$ cat config.mk
export PLATFORM = sky130hd
export DESIGN_NAME = krvt_mul
export DESIGN_NICKNAME = d
export VERILOG_FILES = /design/src/rtl/core/assert_macros.svh /design/src/rtl/core/krvt_mul.sv
export SDC_FILE = /design/constraint.sdc
export NUM_CORES = 2
export LEC_CHECK = 0
export BUFFER_PORTS_ARGS = -buffer_cell sky130_fd_sc_hd__buf_2
export CAP_MARGIN = 15
export CORE_UTILIZATION = 60
export DETAILED_ROUTE_END_ITERATION = 16
export PLACE_DENSITY = 0.82
export SYNTH_ARGS = -nofsm -noshare
export SYNTH_HDL_FRONTEND = slang
export SYNTH_SLANG_ARGS = --single-unit
$ cat constraint.sdc
create_clock -name clock -period 17.1 [get_ports clock]
set_input_delay 0.855 -clock clock [delete_from_list [all_inputs] [get_ports clock]]
set_output_delay 0.855 -clock clock [all_outputs]
set_load 0.05 [all_outputs]
$ cat src/rtl/core/assert_macros.svh
// concurrent check helpers
`ifndef ASSERT_MACROS_SVH
`define ASSERT_MACROS_SVH

// same-cycle implication
`define KRVT_ASSERT_IMPL(label, clk, rst, ante, cons) \
   label: assert property (@(posedge clk) disable iff (rst) (ante) |-> (cons)) \
      else $error("same-cycle implication failed");

// next-cycle implication
`define KRVT_ASSERT_NEXT(label, clk, rst, ante, cons) \
   label: assert property (@(posedge clk) disable iff (rst) (ante) |=> (cons)) \
      else $error("next-cycle implication failed");

`endif

$ cat src/rtl/core/krvt_mul.sv
`timescale 1ns / 1ps

module krvt_mul (
   input  logic        clock,
   input  logic [31:0] a,
   input  logic [31:0] b,
   output logic [63:0] product
);

   logic [63:0] product_ff;
   logic [63:0] product_in;

   assign product_in = 64'(a) * 64'(b);

   always_ff @(posedge clock) begin
      product_ff <= product_in;
   end

   assign product = product_ff;

endmodule

# After elaboration in Yosys (flattened, before gate mapping)
# Index checks and enable logic that the tools add are counted.
[op_classes]
mul = 1
[op_table]
columns = ["op", "n"]
rows = [
  ["$mul 32x32->64", 1],
]
[totals]
wordCells = 2
ff_bits = 64
output_inout_bits = 64

# Longest topological paths before layout
[depth]
depth_word = 1
mapped_depth = 29
ltp_nobuf = 27

# Worst setup path before layout
# No wires, ideal clock.
[synth_timing]
path_kind = "in2reg"
from = "input port a[25]"
to = "register product_ff[62], in the netlist product[62]"
cell_stages = 25
t_arrival_ns = 7.531
t_required_ns = 17.028
path_slack_ns = 9.497
cell_sequence = "clkbuf_1 nand2_1 fa_1 inv_1 fa_1 inv_1 fa_1 inv_1 fa_1 fa_1 fa_1 fa_1 inv_1 fa_1 inv_1 ha_1 buf_2 nand4_1 or4_1 or3_1 a31oi_1 a31o_2 a211oi_1 o21ai_1 xor2_1"
[synth_via]
elab_chain_len = 1
[synth_lines]
columns = ["item", "line_no", "source"]
rows = [
  ["from (decl)", "krvt_mul.sv:5", "input logic [31:0] a,"],
  ["$mul 32x32->64", "krvt_mul.sv:13", "assign product_in = 64'(a) * 64'(b);"],
  ["net product_in[62]", "krvt_mul.sv:11", "logic [63:0] product_in;"],
  ["to (signal assigned)", "krvt_mul.sv:16", "product_ff <= product_in;"],
  ["to (decl)", "krvt_mul.sv:10", "logic [63:0] product_ff;"],
]
# The timed path passes the listed nets, and every way through them passes these cells.

# Worst setup path after layout
[layout_timing]
from = "input port a[26]"
to = "register product_ff[62], in the netlist product[62]"
# Same word-level chain as after synthesis.

==> qor.csv <==
stage;metric;value;unit
critical_path;worst path required time;17370;ps
detailed_routing;DRC;0;
die;Starting Density;61.1;%
logic_synthesis;top-area cell type share of the netlist area;51.8;%
logic_synthesis;Post-synth EDFFs;0;
timing;Hold Vio Cnt, Final;0;
clock_network;CTS max path bufs;2;
placement;port bufs;128;
placement;hpwl dp;69900;um
clock_network;H-Tree Depth;3;
logic_synthesis;number of synthesized register bits;64;
timing;post-layout min period;8620;ps
detailed_routing;Vias/cell;5.71;
timing;unrepaired setup endpoints after global routing;false;
die;Ports;129;
cells_and_area;number of flip-flops in the largest register;64;
cells_and_area;Layout fillers;4552;
cells_and_area;Util after Layout;63.0;%
clock_network;# hold bufs at CTS;0;
detailed_routing;TritonRoute pass-1 iters;6;
cells_and_area;layout cells sized above 1;4.27;%
detailed_routing;Routed Antenna Nets;0;
logic_synthesis;total of warnings raised by yosys;0;
critical_path;Setup Crit Path Kind;primary input to flop;
critical_path;slowest CP cell;a31oi_1;
logic_synthesis;top post-synthesis cells by area;fa_1, and2_1, ha_1;
timing;Final Cycle Share;50.4;%
critical_path;crit-path max FO;32;
die;cell row count;87;
logic_synthesis;Post-Syn Area;34600;sq um
grt;initial antenna violation count;1;
clock_network;CTS Buf Count;9;
critical_path;Critical Path Start Type;primary input;
job;max_cap viols;0;
logic_synthesis;most common cell in the synthesized netlist;fa_1;
grt;first-pass GRT wire length;146000;um
logic_synthesis;post-synthesis sequential area ratio;3.70;%
cells_and_area;Final #Nets;4896;
logic_synthesis;Avg Cell Area, Syn;9.21;sq um
logic_synthesis;syn nets;4982;
grt;GRT Total Usage;31.8;%
logic_synthesis;Synth area leader;fa_1;
critical_path;max incr delay on CP;620;ps
logic_synthesis;Yosys cell types;56;
clock_network;CTS tree;yes;
critical_path;WP data arrival;8890;ps
die;Die Wd;242;um
timing;final setup fails;0;
timing;max_slew headroom;44.1;%
grt;number of global-route vias before repair;28090;
hold_path;worst hold path class;primary input to flop;
placement;placer congestion estimate;0.948;
logic_synthesis;cell count after synthesis;3758;
detailed_routing;Post-Route WL;88600;um
timing;worst-margin pin slew;838;ps
clock_network;CTS sink cnt;64;
die;Die ar.;58700;sq um
outcome;outcome;finished, final reports clean;
timing;Slew Viols, Final;0;
grt;Congestion Overflow GR;0;
die;die height;242;um
clock_network;clock slew at reported path FFs;60;ps
detailed_routing;Routed wire per std cell;20.0;um
clock_network;post-CTS setup buffers;0;
clock_network;# resized after CTS;0;
timing;TNS Setup;0;ps
detailed_routing;total number of vias;25314;
grt;largest net degree at the start of global routing;33;
clock_network;root buffer cell;clkbuf_16;
logic_synthesis;prevailing post-synth register cell;dfxtp_1;
timing;f_max;116;MHz
detailed_routing;DRT iter0 DRCs;1853;
logic_synthesis;fraction of registers with async set/reset;0;%
critical_path;Crit. End Element;flop;
die;Core Area;56700;sq um
critical_path;most frequent CP cell;fa_1;
cells_and_area;layout overhead on the synthesized area;3.12;%
logic_synthesis;top post-synthesis cells by count;fa_1, inv_1, and2_1;
worst paths after layout:
check / from / endpoint / slack, ps / cells after the start
worst min-delay path: a[0] / product[0] / 1190 / 2
worst max-delay path: a[26] / product[62] / 8480 / 25
area by class of cell:
type	count	area (sq um)	share of cell area (%)
tap	756	946	2.65
sequential	64	1280	3.59
inverter	863	3240	9.07
antenna	2	5.00	0.0140
multi-input combinational	2604	29200	81.9
clock inverter	5	85.1	0.238
timing repair buffer	130	656	1.84
clock buffer	11	253	0.708
stage by stage:
stage / cell area (sq um) / setup slack, ps / std cells / hold slack [ps]
finish: 35700 / 8480 / 4435 / 1190
floorplan: 34600 / 9500 / 3758 / 982
detailed placement: 35400 / 8290 / 4417 / 1320
global route: 35700 / 8320 / 4433 / 1170
CTS: 35700 / 8640 / 4433 / 1170
global placement: 35400 / 8510 / 4417 / 1320
layout by cell type, fill, tap and decap left out, types with 3 or more instances in the layout:
cell	Yosys	layout
a211oi_1	4	4
a21boi_0	3	3
a21o_1	37	37
a21oi_1	68	68
a221o_1	4	4
a311oi_1	3	3
a31oi_1	11	11
and2_1	603	603
and3_1	14	14
and4_1	4	4
buf_2	9	128
clkbuf_16	0	9
dfxtp_1	64	64
fa_1	896	896
ha_1	263	263
inv_1	863	863
nand2_1	478	478
nand3_1	12	12
nand4_1	24	24
nor2_1	21	21
nor3_1	5	5
o211ai_1	3	3
o21a_1	8	8
o21ai_0	28	28
o21bai_1	10	10
o221ai_1	3	3
or2_2	3	3
or3_1	5	5
or4_1	3	3
xnor2_1	33	33
xor2_1	26	26
critical path, delay by kind of cell:
kind | cells | cell delay, ps
adders and majority gates | 9 | 4230
and+or+nand+nor | 4 | 1340
AOI/OAI and AO/OA | 4 | 1280
buffers and inverters | 7 | 950
xor gates and xnor gates | 1 | 190
cell families (layout without fill, tap and decap cells):
group,count (synthesis),after routing,share of synthesized area [%]
simple gates,1180,1180,17.7
mux,1,1,0.0289
fa+ha+maj,1159,1159,61.3
xor+xnor,59,59,1.49
buf+inv,1090,1009,11.9
flops,64,64,3.70
other cells,0,2,0
compound gates,205,205,3.92
layer usage:
| metal | vias up | routed length [um] | global-route usage, % |
|---|---|---|---|
| met1 | 13098 | 31500 | 38.4 |
| met2 | 1217 | 45000 | 55.4 |
| li1 | 10692 | - | - |
| met3 | 305 | 7210 | 5.62 |
| met5 | - | 15 | 0 |
| met4 | 2 | 4850 | 14.7 |
Power is not shown: default switching activity piles up to over one toggle a cycle in this logic, so the estimate is an artifact.
