<file path="src/rtl/core/assert_macros.svh">
// concurrent check helpers
`ifndef ASSERT_MACROS_SVH
`define ASSERT_MACROS_SVH

// same-cycle implication
`define KRVT_ASSERT_IMPL(label, clk, rst, ante, cons) \
   label: assert property (@(posedge clk) disable iff (rst) (ante) |-> (cons)) \
      else $error("same-cycle implication failed");

// next-cycle implication
`define KRVT_ASSERT_NEXT(label, clk, rst, ante, cons) \
   label: assert property (@(posedge clk) disable iff (rst) (ante) |=> (cons)) \
      else $error("next-cycle implication failed");

`endif

</file>
<file path="src/rtl/core/krvt_pkg.sv">
`timescale 1ns / 1ps

package krvt_pkg;

   localparam int FRAC_BITS_DEF = 16;

   localparam int DIV_NUM_W = 64;
   localparam int DIV_DEN_W = 40;

   localparam logic [1:0] OP_PREDICT = 2'd0;
   localparam logic [1:0] OP_UPDATE  = 2'd1;
   localparam logic [1:0] OP_RESET   = 2'd2;

   localparam logic [1:0] CSR_PROCESS_NOISE     = 2'd0;
   localparam logic [1:0] CSR_MEASUREMENT_NOISE = 2'd1;
   localparam logic [1:0] CSR_OUTLIER_THRESHOLD = 2'd2;

   localparam logic [30:0] PROCESS_NOISE_RST     = 31'd655;
   localparam logic [30:0] MEASUREMENT_NOISE_RST = 31'd65536;
   localparam logic [30:0] OUTLIER_THRESHOLD_RST = 31'd196608;

   // 0.01 in Q0.32
   localparam logic [34:0] CONF_EPS = 35'd42949673;
   // reciprocal of ten, used with a shift of 35
   localparam logic [31:0] RECIP_TEN = 32'hCCCCCCCD;

   localparam logic signed [65:0] S32_MAX = 66'sd2147483647;
   localparam logic signed [65:0] S32_MIN = -66'sd2147483648;

   typedef enum logic [4:0] {
      ST_IDLE,
      ST_P0, ST_P1, ST_P2, ST_P3, ST_P4, ST_P5,
      ST_U0, ST_U1, ST_U2, ST_U3, ST_U4, ST_U5, ST_U6, ST_U7,
      ST_U8, ST_U9, ST_U10, ST_U11, ST_U12, ST_U13, ST_U14, ST_U15,
      ST_OUT
   } krvt_state_type;

   typedef struct packed {
      logic signed [31:0] value;
      logic               clip;
   } krvt_sat_type;

   typedef struct packed {
      logic                 start;
      logic [DIV_NUM_W-1:0] dividend;
      logic [DIV_DEN_W-1:0] divisor;
   } krvt_div_req_type;

   typedef struct packed {
      logic                 busy;
      logic                 done;
      logic [DIV_NUM_W-1:0] quotient;
   } krvt_div_rsp_type;

   function automatic krvt_sat_type sat32(input logic signed [65:0] x);
      krvt_sat_type r;
      if (x > S32_MAX) begin
         r.value = 32'sh7FFFFFFF;
         r.clip  = 1'b1;
      end else if (x < S32_MIN) begin
         r.value = 32'sh80000000;
         r.clip  = 1'b1;
      end else begin
         r.value = x[31:0];
         r.clip  = 1'b0;
      end
      return r;
   endfunction

   function automatic krvt_sat_type satcov(input logic signed [65:0] x);
      krvt_sat_type r;
      if (x > S32_MAX) begin
         r.value = 32'sh7FFFFFFF;
         r.clip  = 1'b1;
      end else if (x < 66'sd0) begin
         r.value = 32'sd0;
         r.clip  = 1'b1;
      end else begin
         r.value = x[31:0];
         r.clip  = 1'b0;
      end
      return r;
   endfunction

   function automatic logic [31:0] mag32(input logic signed [31:0] x);
      logic signed [31:0] n;
      n = -x;
      return x[31] ? n : x;
   endfunction

   function automatic logic [31:0] mag33(input logic signed [32:0] x);
      logic signed [32:0] n;
      n = -x;
      return x[32] ? n[31:0] : x[31:0];
   endfunction

endpackage

</file>
<file path="src/rtl/core/krvt_div.sv">
`timescale 1ns / 1ps
`include "assert_macros.svh"

module krvt_div (
   input  logic                        clock,
   input  logic                        reset,
   input  krvt_pkg::krvt_div_req_type  div_req,
   output krvt_pkg::krvt_div_rsp_type  div_rsp
);

   localparam int NW = krvt_pkg::DIV_NUM_W;
   localparam int DW = krvt_pkg::DIV_DEN_W;
   localparam int CW = $clog2(NW);

   logic          busy_ff, busy_in;
   logic          done_ff, done_in;
   logic [CW-1:0] count_ff, count_in;
   logic [NW-1:0] work_ff, work_in;
   logic [DW-1:0] rem_ff, rem_in;
   logic [DW-1:0] dsr_ff, dsr_in;
   logic [DW:0]   trial;
   logic          take;

   assign trial = {rem_ff, work_ff[NW-1]};
   assign take  = trial >= {1'b0, dsr_ff};

   always_comb begin
      busy_in  = busy_ff;
      done_in  = 1'b0;
      count_in = count_ff;
      work_in  = work_ff;
      rem_in   = rem_ff;
      dsr_in   = dsr_ff;
      if (busy_ff) begin
         // one quotient bit per cycle
         rem_in   = take ? DW'(trial - {1'b0, dsr_ff}) : trial[DW-1:0];
         work_in  = {work_ff[NW-2:0], take};
         count_in = count_ff + CW'(1);
         if (count_ff == CW'(NW - 1)) begin
            busy_in = 1'b0;
            done_in = 1'b1;
         end
      end else if (div_req.start) begin
         busy_in  = 1'b1;
         count_in = '0;
         work_in  = div_req.dividend;
         rem_in   = '0;
         dsr_in   = div_req.divisor;
      end
   end

   always_ff @(posedge clock) begin
      if (reset) begin
         busy_ff  <= 1'b0;
         done_ff  <= 1'b0;
         count_ff <= '0;
      end else begin
         busy_ff  <= busy_in;
         done_ff  <= done_in;
         count_ff <= count_in;
      end
      work_ff <= work_in;
      rem_ff  <= rem_in;
      dsr_ff  <= dsr_in;
   end

   assign div_rsp.busy     = busy_ff;
   assign div_rsp.done     = done_ff;
   assign div_rsp.quotient = work_ff;

   `KRVT_ASSERT_NEXT(a_start_busy, clock, reset, div_req.start && !busy_ff, busy_ff)
   `KRVT_ASSERT_IMPL(a_done_idle, clock, reset, done_ff, !busy_ff)
   `KRVT_ASSERT_IMPL(a_done_after_busy, clock, reset, done_ff, $past(busy_ff))

endmodule

</file>
<file path="config.mk">
export PLATFORM = sky130hd
export DESIGN_NAME = krvt_div
export DESIGN_NICKNAME = d
export VERILOG_FILES = /design/src/rtl/core/krvt_pkg.sv /design/src/rtl/core/krvt_div.sv
export VERILOG_INCLUDE_DIRS = /design/src /design/src/rtl/core
export SDC_FILE = /design/constraint.sdc
export NUM_CORES = 1
export LEC_CHECK = 0
export BUFFER_PORTS_ARGS = -buffer_cell sky130_fd_sc_hd__buf_2
export CORE_MARGIN = 2
export CORE_UTILIZATION = 39
export CTS_CLUSTER_SIZE = 20
export DETAILED_ROUTE_END_ITERATION = 16
export PLACE_DENSITY = 0.67
export SLEW_MARGIN = 10
export SYNTH_ARGS = -nofsm -noshare
export SYNTH_HDL_FRONTEND = slang
export SYNTH_SLANG_ARGS = --single-unit
export TNS_END_PERCENT = 1
</file>
<file path="constraint.sdc">
create_clock -name clock -period 3.1 [get_ports clock]
set_clock_uncertainty 0.05 [all_clocks]
set_input_delay 0.62 -clock clock [delete_from_list [all_inputs] [get_ports clock]]
set_output_delay 0.62 -clock clock [all_outputs]
set_load 0.02 [all_outputs]
</file>
Word level (Yosys, flattened, before mapping)
Index checks and enable logic that the tools add are counted.
Storage, ports and cells
  register bits: 152
  bits of input ports: 107
  logic and storage cells: 25
Operators by class
  $add $sub $neg: 2
  $lt $le $gt $ge: 1
  equal/unequal tests: 1
  mux-type cells: 11
  bitwise logic cells: 1
  reductions and logical operators: 3
Operator list (number)
  64-bit two-way mux: 2
  40-bit two-way mux: 3
  41-bit by 40-bit >= comparator with 1-bit output: 1
  40-bit subtractor: 1
  6-bit two-way mux: 2
  6-bit by 1-bit adder with 6-bit output, second input constant: 1
  6-bit == test, second input constant: 1
  1-bit two-way mux: 4
  2-bit AND reduction: 1
  2-bit nonzero test: 1
  2-bit OR reduction: 1
  1-bit inverter: 1

Depth between registers and ports, before layout
Gate-level depths: netlist of run 1.
  word-level depth: 3
  depth in mapped cells: 13

Worst setup path before layout of run 1
No wires, ideal clock.
  kind: register to register
  start: reg busy_ff
  end: reg count_ff[2]
  arrival time: 3113 ps
  slack: -312 ps
  stages on the path, launching flop included: 5
  buffers on the path: 1
  path through: dfxtp_1 > buf_1 > nor2_1 > inv_1 > a311oi_1
On the way
  longest elaborated chain between the ends: 1
  elaborated cells between the ends (all ways): 2
Ends and longest elaborated chain
  from (decl): RTL line krvt_div.sv:15  | logic busy_ff, busy_in;
  from (signal assigned): RTL line krvt_div.sv:58  | busy_ff <= busy_in;
  6-bit two-way mux / 2-bit nonzero test (equally long branches)
  to (signal assigned): RTL line krvt_div.sv:60  | count_ff <= count_in;
  to (decl): RTL line krvt_div.sv:17  | logic [CW-1:0] count_ff, count_in;
Parallel ways exist; a longest one is shown, timed or not.
A chain may end at the register's enable or synchronous reset.

Final worst setup path of run 1
  start: reg work_ff[63]
  end: reg rem_ff[32] (data pin)
On the way
  longest elaborated chain between the ends: 3
  elaborated cells between the ends (all ways): 4
Ends and longest elaborated chain
  from (decl): RTL line krvt_div.sv:18  | logic [NW-1:0] work_ff, work_in;
  from (signal assigned): RTL line krvt_div.sv:62  | work_ff <= work_in;
  40-bit subtractor / 41-bit by 40-bit >= comparator with 1-bit output (equally long branches): RTL line krvt_div.sv:36, krvt_div.sv:25
  40-bit two-way mux *: RTL line krvt_div.sv:36  | rem_in = take ? DW'(trial - {1'b0, dsr_ff}) : trial[DW-1:0];
  40-bit two-way mux *: RTL line krvt_div.sv:34  | if (busy_ff) begin
  to (signal assigned): RTL line krvt_div.sv:63  | rem_ff <= rem_in;
  to (decl): RTL line krvt_div.sv:19  | logic [DW-1:0] rem_ff, rem_in;
Mark *: on every way between the ends. The rest lies on a longest branch, timed or not.

==> out/qor.yml, run 1 <==
run_status: "finished clean"
share_seq_of_total_power_pct: 39.3
synth-warning-count: 0
synth_edf_count: 144
power.switching_w: 0.00224
antenna_left: 0
die_footprint_um2: 23400
route.final.wire_length_um: 21500
synth.largest_area_cell: "sky130_fd_sc_hd__edfxtp_1"
synth_cell_types: 77
critical_path_class: "reg2reg"
required_ns: 3.31
final-hold-violation-count: 0
rsz0062_at_grt: "true"
die_h_um: 153
clkSlewWorstSetupHoldPaths_ns: 0.07
io-pin-count: 173
cts_sinks: 152
std_cell_rows: 54
post-route-util_pct: 48.9
place.port_buffers: 172
leading_cell_types_by_total_area_after_synthesis: "sky130_fd_sc_hd__edfxtp_1, sky130_fd_sc_hd__mux2_2, sky130_fd_sc_hd__ha_1"
cts_tree: "yes"
clkLatencyLatePin_ns: 0.44
clockPowerShare_pct: 30.8
tightest_slew_ns: 0.796
ir_drop_mv: 0.350
cts.root.buffer_cell: "sky130_fd_sc_hd__clkbuf_16"
hold_slack_ns: 0.310
final_setup_viols: 0
fin_crit_sh_pct: 95.1
setup_crit_start_kind: "flip-flop"
post-dp-hpwl_um: 15700
static_leakage_nw: 4.53
vias_per_cell: 5.32
clock.fmax_ghz: 0.339
layout.nets: 1107
critical_path_arrival_ns: 3.16
cts-root-to-sink-buffers: 2
grtUsageTotal_pct: 18.6
post_synth_most_frequent_cells: "sky130_fd_sc_hd__edfxtp_1, sky130_fd_sc_hd__nand2_1, sky130_fd_sc_hd__mux2_2"
rr_worst_depth: 11
synth_seq_cells: 152
grt_antenna_before_repair: 2
timing.critical_path.fanout_max: 4
detail_route.iter0.violations: 350
first_global_vias: 6822
end_kind: "flip-flop"
synthCells: 764
num_antenna_cells: 0
synth_flop_cell: "sky130_fd_sc_hd__edfxtp_1"
synth_sequential_area_ratio_pct: 51.8
ys_async_sr_fraction_pct: 0
core_area_um2: 21800
areaGrowthSynthToFinish_pct: 23.2
grt.overflow.total: 0
synth.avg_cell_area_um2: 11.3
min-delay-path-class: "in2reg"
drive_above_1_share_pct: 35.2
mapped_nets: 913
grt_max_degree: 63
holdPathStages: 1
swShare_pct: 33.4
cts_buffers: 17
postLayoutCellArea_um2: 10700
slew_viol_final: 0
die_width_um: 153
routed_wire_per_std_cell_um: 17.2
gp_congestion: 0.863
syn-cell-area_um2: 8660
power.share.combinational_pct: 29.8
h-tree-depth: 4
synth_top_area_share_pct: 50.0
via_count: 6653
cts_hold_repair.buffers: 0
global_route_wire_length_before_repair_um: 35000
power_per_cell_area_nw_per_um2: 631
synth.most_common_cell: "sky130_fd_sc_hd__edfxtp_1"
drcViolationCount: 0
dpl-instance-area_um2: 10000
fill_cells: 2015
final_cells: 1251
initial_core_util_pct: 39.7
timing.max_slew.rel_slack_pct: 46.6
internal_power_w: 0.00448
total_power_of_the_final_layout_w: 0.00673
dp.cells: 1217
drt_pass1_iterations: 8
max_cap_viol_count: 0
timing.final.crit_period_ns: 2.95
==> area by class of cell <==
type	instances	area, um2	area share (%)
sequential	152	4490	42.1
multi-input combinational	518	3790	35.5
timing repair buffer	214	1240	11.6
clock buffer	18	439	4.12
tap	280	350	3.29
inverter	55	210	1.97
clock inverter	14	149	1.40
==> power groups by stage <==
| stage | registers [W] | clock network (W) | logic (W) |
|---|---|---|---|
| global route | 0.00268 | 0.00220 | 0.00222 |
| finish | 0.00265 | 0.00207 | 0.00201 |
| floorplan | 0.00277 | 0 | 0.00127 |
| CTS | 0.00265 | 0.00213 | 0.00198 |
| detailed placement | 0.00268 | 0 | 0.00197 |
| global placement | 0.00268 | 0 | 0.00195 |
==> worst paths after layout <==
| kind | startpoint | to | slack [ns] |
|---|---|---|---|
| max | work_ff[63]$_DFFE_PP_ | rem_ff[32]$_SDFFCE_PN0P_ | 0.15 |
| min | div_req[33] | dsr_ff[33]$_DFFE_PP_ | 0.31 |
| max reg2reg | work_ff[63]$_DFFE_PP_ | rem_ff[32]$_SDFFCE_PN0P_ | 0.15 |
| min reg2reg | count_ff[5]$_SDFFE_PP0P_ | done_ff$_SDFF_PP0_ | 0.44 |
==> repair_timing <==
action,CTS,global route
buffers inserted,0,2
hold endpoints to repair,0,0
resized for setup,0,15
endpoints found under the setup margin,0,18
==> per-stage QoR <==
stage	setup slack, ns	TNS, ns
4_1_cts	0.0481	0
2_1_floorplan	0.217	0
5_1_grt	-0.0396	-0.0396
6_report	0.152	0
3_5_place_dp	0.0884	0
3_3_place_gp	0.115	0
==> cells by family after synthesis <==
| family | synth area share [%] |
|---|---|
| AO/OA/AOI/OAI | 14.3 |
| XOR/XNOR | 2.63 |
| adder cells (fa/ha/maj) | 6.16 |
| buffers and inverters | 5.22 |
| flip-flops | 51.8 |
| multiplexers | 8.43 |
| AND/OR/NAND/NOR | 11.5 |
==> routing by layer <==
metal	wire, um	up-vias	global-route usage, %
li1	-	3240	-
met1	8950	3164	22.5
met2	10700	231	32.2
met3	1580	16	5.93
met4	216	2	5.03
met5	13	-	0
==> layout by cell type, fill, tap and decap left out, drive strengths merged, types with 7 or more instances in the layout <==
cell type / netlist / final
o21ai: 24 / 24
clkbuf: 11 / 18
nand3: 31 / 31
inv: 55 / 63
ha: 41 / 41
and3: 7 / 7
nor2: 26 / 26
xor2: 12 / 12
nand2: 80 / 80
nand4: 10 / 10
buf: 28 / 214
edfxtp: 144 / 144
a21oi: 60 / 60
mux2: 63 / 63
nor3: 14 / 14
o21a: 9 / 9
xnor2: 14 / 14
a21o: 29 / 29
a31oi: 9 / 9
o211ai: 10 / 10
dfxtp: 8 / 8
==> flip-flops by register name (all words and copies together), names as in the netlist <==
register / flops
rem_ff: 40
count_ff: 6
done_ff: 1
busy_ff: 1
dsr_ff: 40
work_ff: 64
==> critical path, cell delays in order (launching register included) <==
cell                        delay (ns)
sky130_fd_sc_hd__edfxtp_1         0.42
sky130_fd_sc_hd__inv_1            0.08
sky130_fd_sc_hd__ha_1             0.18
sky130_fd_sc_hd__fa_1             0.22
sky130_fd_sc_hd__nor2b_1          0.07
sky130_fd_sc_hd__o2111ai_1        0.24
sky130_fd_sc_hd__a31oi_1          0.15
sky130_fd_sc_hd__o211ai_1         0.39
sky130_fd_sc_hd__a21oi_1          0.14
sky130_fd_sc_hd__or2_2            0.36
sky130_fd_sc_hd__a2111o_1         0.37
sky130_fd_sc_hd__o211ai_1         0.11
Power figures use the tool's default switching activity.
==> run 2: changes to the inputs <==
- CORE_UTILIZATION: 39 -> 50
- PLACE_DENSITY: 0.67 -> 0.81
==> out/qor.yml, run 2 (synthesized netlist as in run 1, its figures left out) <==
run_status: "finished clean"
detail_route.iter0.violations: 543
critical_path_arrival_ns: 3.10
antenna_left: 0
cts_buffers: 17
clock.fmax_ghz: 0.336
drive_above_1_share_pct: 34.8
critical_path_class: "reg2reg"
routed_wire_per_std_cell_um: 17.1
fill_cells: 1413
max_cap_viol_count: 0
grt.overflow.total: 0
timing.critical_path.fanout_max: 7
std_cell_rows: 48
vias_per_cell: 5.67
h-tree-depth: 4
final_setup_viols: 0
grt_max_degree: 95
internal_power_w: 0.00440
post_cts_setup_buffers: 0
globalRouteMet2Util_pct: 37.9
hold_slack_ns: 0.312
largest_register_ffs: 64
fin_ws_ns: 0.122
gr_met3_demand_resource_pct: 5.99
registers.top_by_ff_count: "work_ff"
place.port_buffers: 172
drt_pass1_iterations: 5
tightest_slew_ns: 1.10
layout.nets: 1090
min-delay-path-class: "in2reg"
num_antenna_cells: 0
swShare_pct: 33.2
first_global_vias: 6789
worstHoldStart: "div_req[32]"
initial_core_util_pct: 50.6
fin_crit_sh_pct: 96.1
crit_path_cell_trace: "ha_1, and3_4, and2_4, a22oi_1, and3_4, or4_4, a31oi_1, or4_1, nand3_1"
most_frequent_standard_cell_in_the_layout_excluding_fill_and_tap_cells: "sky130_fd_sc_hd__buf_2"
final-hold-violation-count: 0
reg_top3: "work_ff: 64 flops, dsr_ff: 40 flops, rem_ff: 40 flops"
clkSlewWorstSetupHoldPaths_ns: 0.07
slew_viol_final: 0
die_h_um: 136
die_footprint_um2: 18400
cpMaxStageDelayCell: "sky130_fd_sc_hd__or4_4"
end_kind: "flip-flop"
dp.cells: 1147
die_width_um: 136
power_per_cell_area_nw_per_um2: 629
share_seq_of_total_power_pct: 40.1
io-pin-count: 173
areaGrowthSynthToFinish_pct: 20.8
gp_congestion: 0.925
clockPowerShare_pct: 30.3
worst_path_largest_cell_delay_ns: 0.55
core_area_um2: 17100
post-dp-hpwl_um: 14300
rsz0062_at_grt: "true"
timing.max_slew.rel_slack_pct: 26.8
grt_antenna_before_repair: 0
final_cells: 1179
cts.root.buffer_cell: "sky130_fd_sc_hd__clkbuf_16"
total_power_of_the_final_layout_w: 0.00658
required_ns: 3.22
clkLatencyLatePin_ns: 0.43
crit-reg2reg-launch: "rem_ff[7]$_SDFFCE_PN0P_"
multiInputGateArea_um2: 3820
route.final.wire_length_um: 20100
cts-root-to-sink-buffers: 2
power.share.combinational_pct: 29.6
cpMostUsedCell: "sky130_fd_sc_hd__and3_4"
static_leakage_nw: 4.42
setup_crit_start_kind: "flip-flop"
mostFrequentLayoutCells: "sky130_fd_sc_hd__buf_2, sky130_fd_sc_hd__edfxtp_1, sky130_fd_sc_hd__nand2_1"
power.switching_w: 0.00219
timing.final.crit_period_ns: 2.98
pre_cts_ws_ns: 0.0615
totalNegativeSetupSlack_ns: 0
cts_sinks: 152
worstSetupStartpoint: "rem_ff[7]$_SDFFCE_PN0P_"
ir_drop_mv: 0.455
via_count: 6688
final-seq-area_um2: 4490
cts_tree: "yes"
grtUsageTotal_pct: 22.5
globalRoute.busiestLayer: "met2"
global_route_wire_length_before_repair_um: 32400
drcViolationCount: 0
gr-usage-met1_pct: 27.8
run 2: layer usage:
layer  vias to the layer above  part of all wire, %
li1                       3214                    -
met1                      3194                   42
met2                       250                   49
met3                        30                  7.0
met4                         0                  2.2
met5                         -                    0
run 2: timing repair:
item / CTS / global route
gates resized for setup: 0 / 22
endpoints found under the setup margin: 0 / 27
hold buffers: 0 / 0
run 2: power by group through the flow:
stage	logic, W	registers [W]	clock network, W
after floorplan	0.00127	0.00277	0
after global placement	0.00185	0.00267	0
after detailed placement	0.00189	0.00267	0
after CTS	0.00190	0.00264	0.00203
after global routing	0.00214	0.00267	0.00210
final	0.00195	0.00264	0.00200
run 2: area by class of cell:
class,instances,area share [%]
sequential,152,42.9
multi-input combinational,518,36.5
inverter,55,2.01
tap,225,2.69
clock inverter,14,1.27
clock buffer,18,4.10
timing repair buffer,197,10.5
run 2: worst max-delay path, delay by kind of cell (launching register included):
kind,cells,cell delay [ns]
AND/OR/NAND/NOR,6,1.44
AO/OA/AOI/OAI,2,0.42
adder cells (fa/ha/maj),1,0.41
flip-flops,1,0.40
run 2: final timing paths:
check / cells after the start / slack, ns / endpoint
max: 9 / 0.12 / rem_ff[35]$_SDFFCE_PN0P_
min: 1 / 0.31 / dsr_ff[32]$_DFFE_PP_
max reg2reg: 9 / 0.12 / rem_ff[35]$_SDFFCE_PN0P_
min reg2reg: 2 / 0.44 / done_ff$_SDFF_PP0_
run 2: through the flow:
stage / area (um2) / utilization (%)
detailed placement: 9800 / 57.3
CTS: 10400 / 60.5
global route: 10500 / 61.1
finish: 10500 / 61.1
global placement: 9800 / 57.3
floorplan: 8660 / -
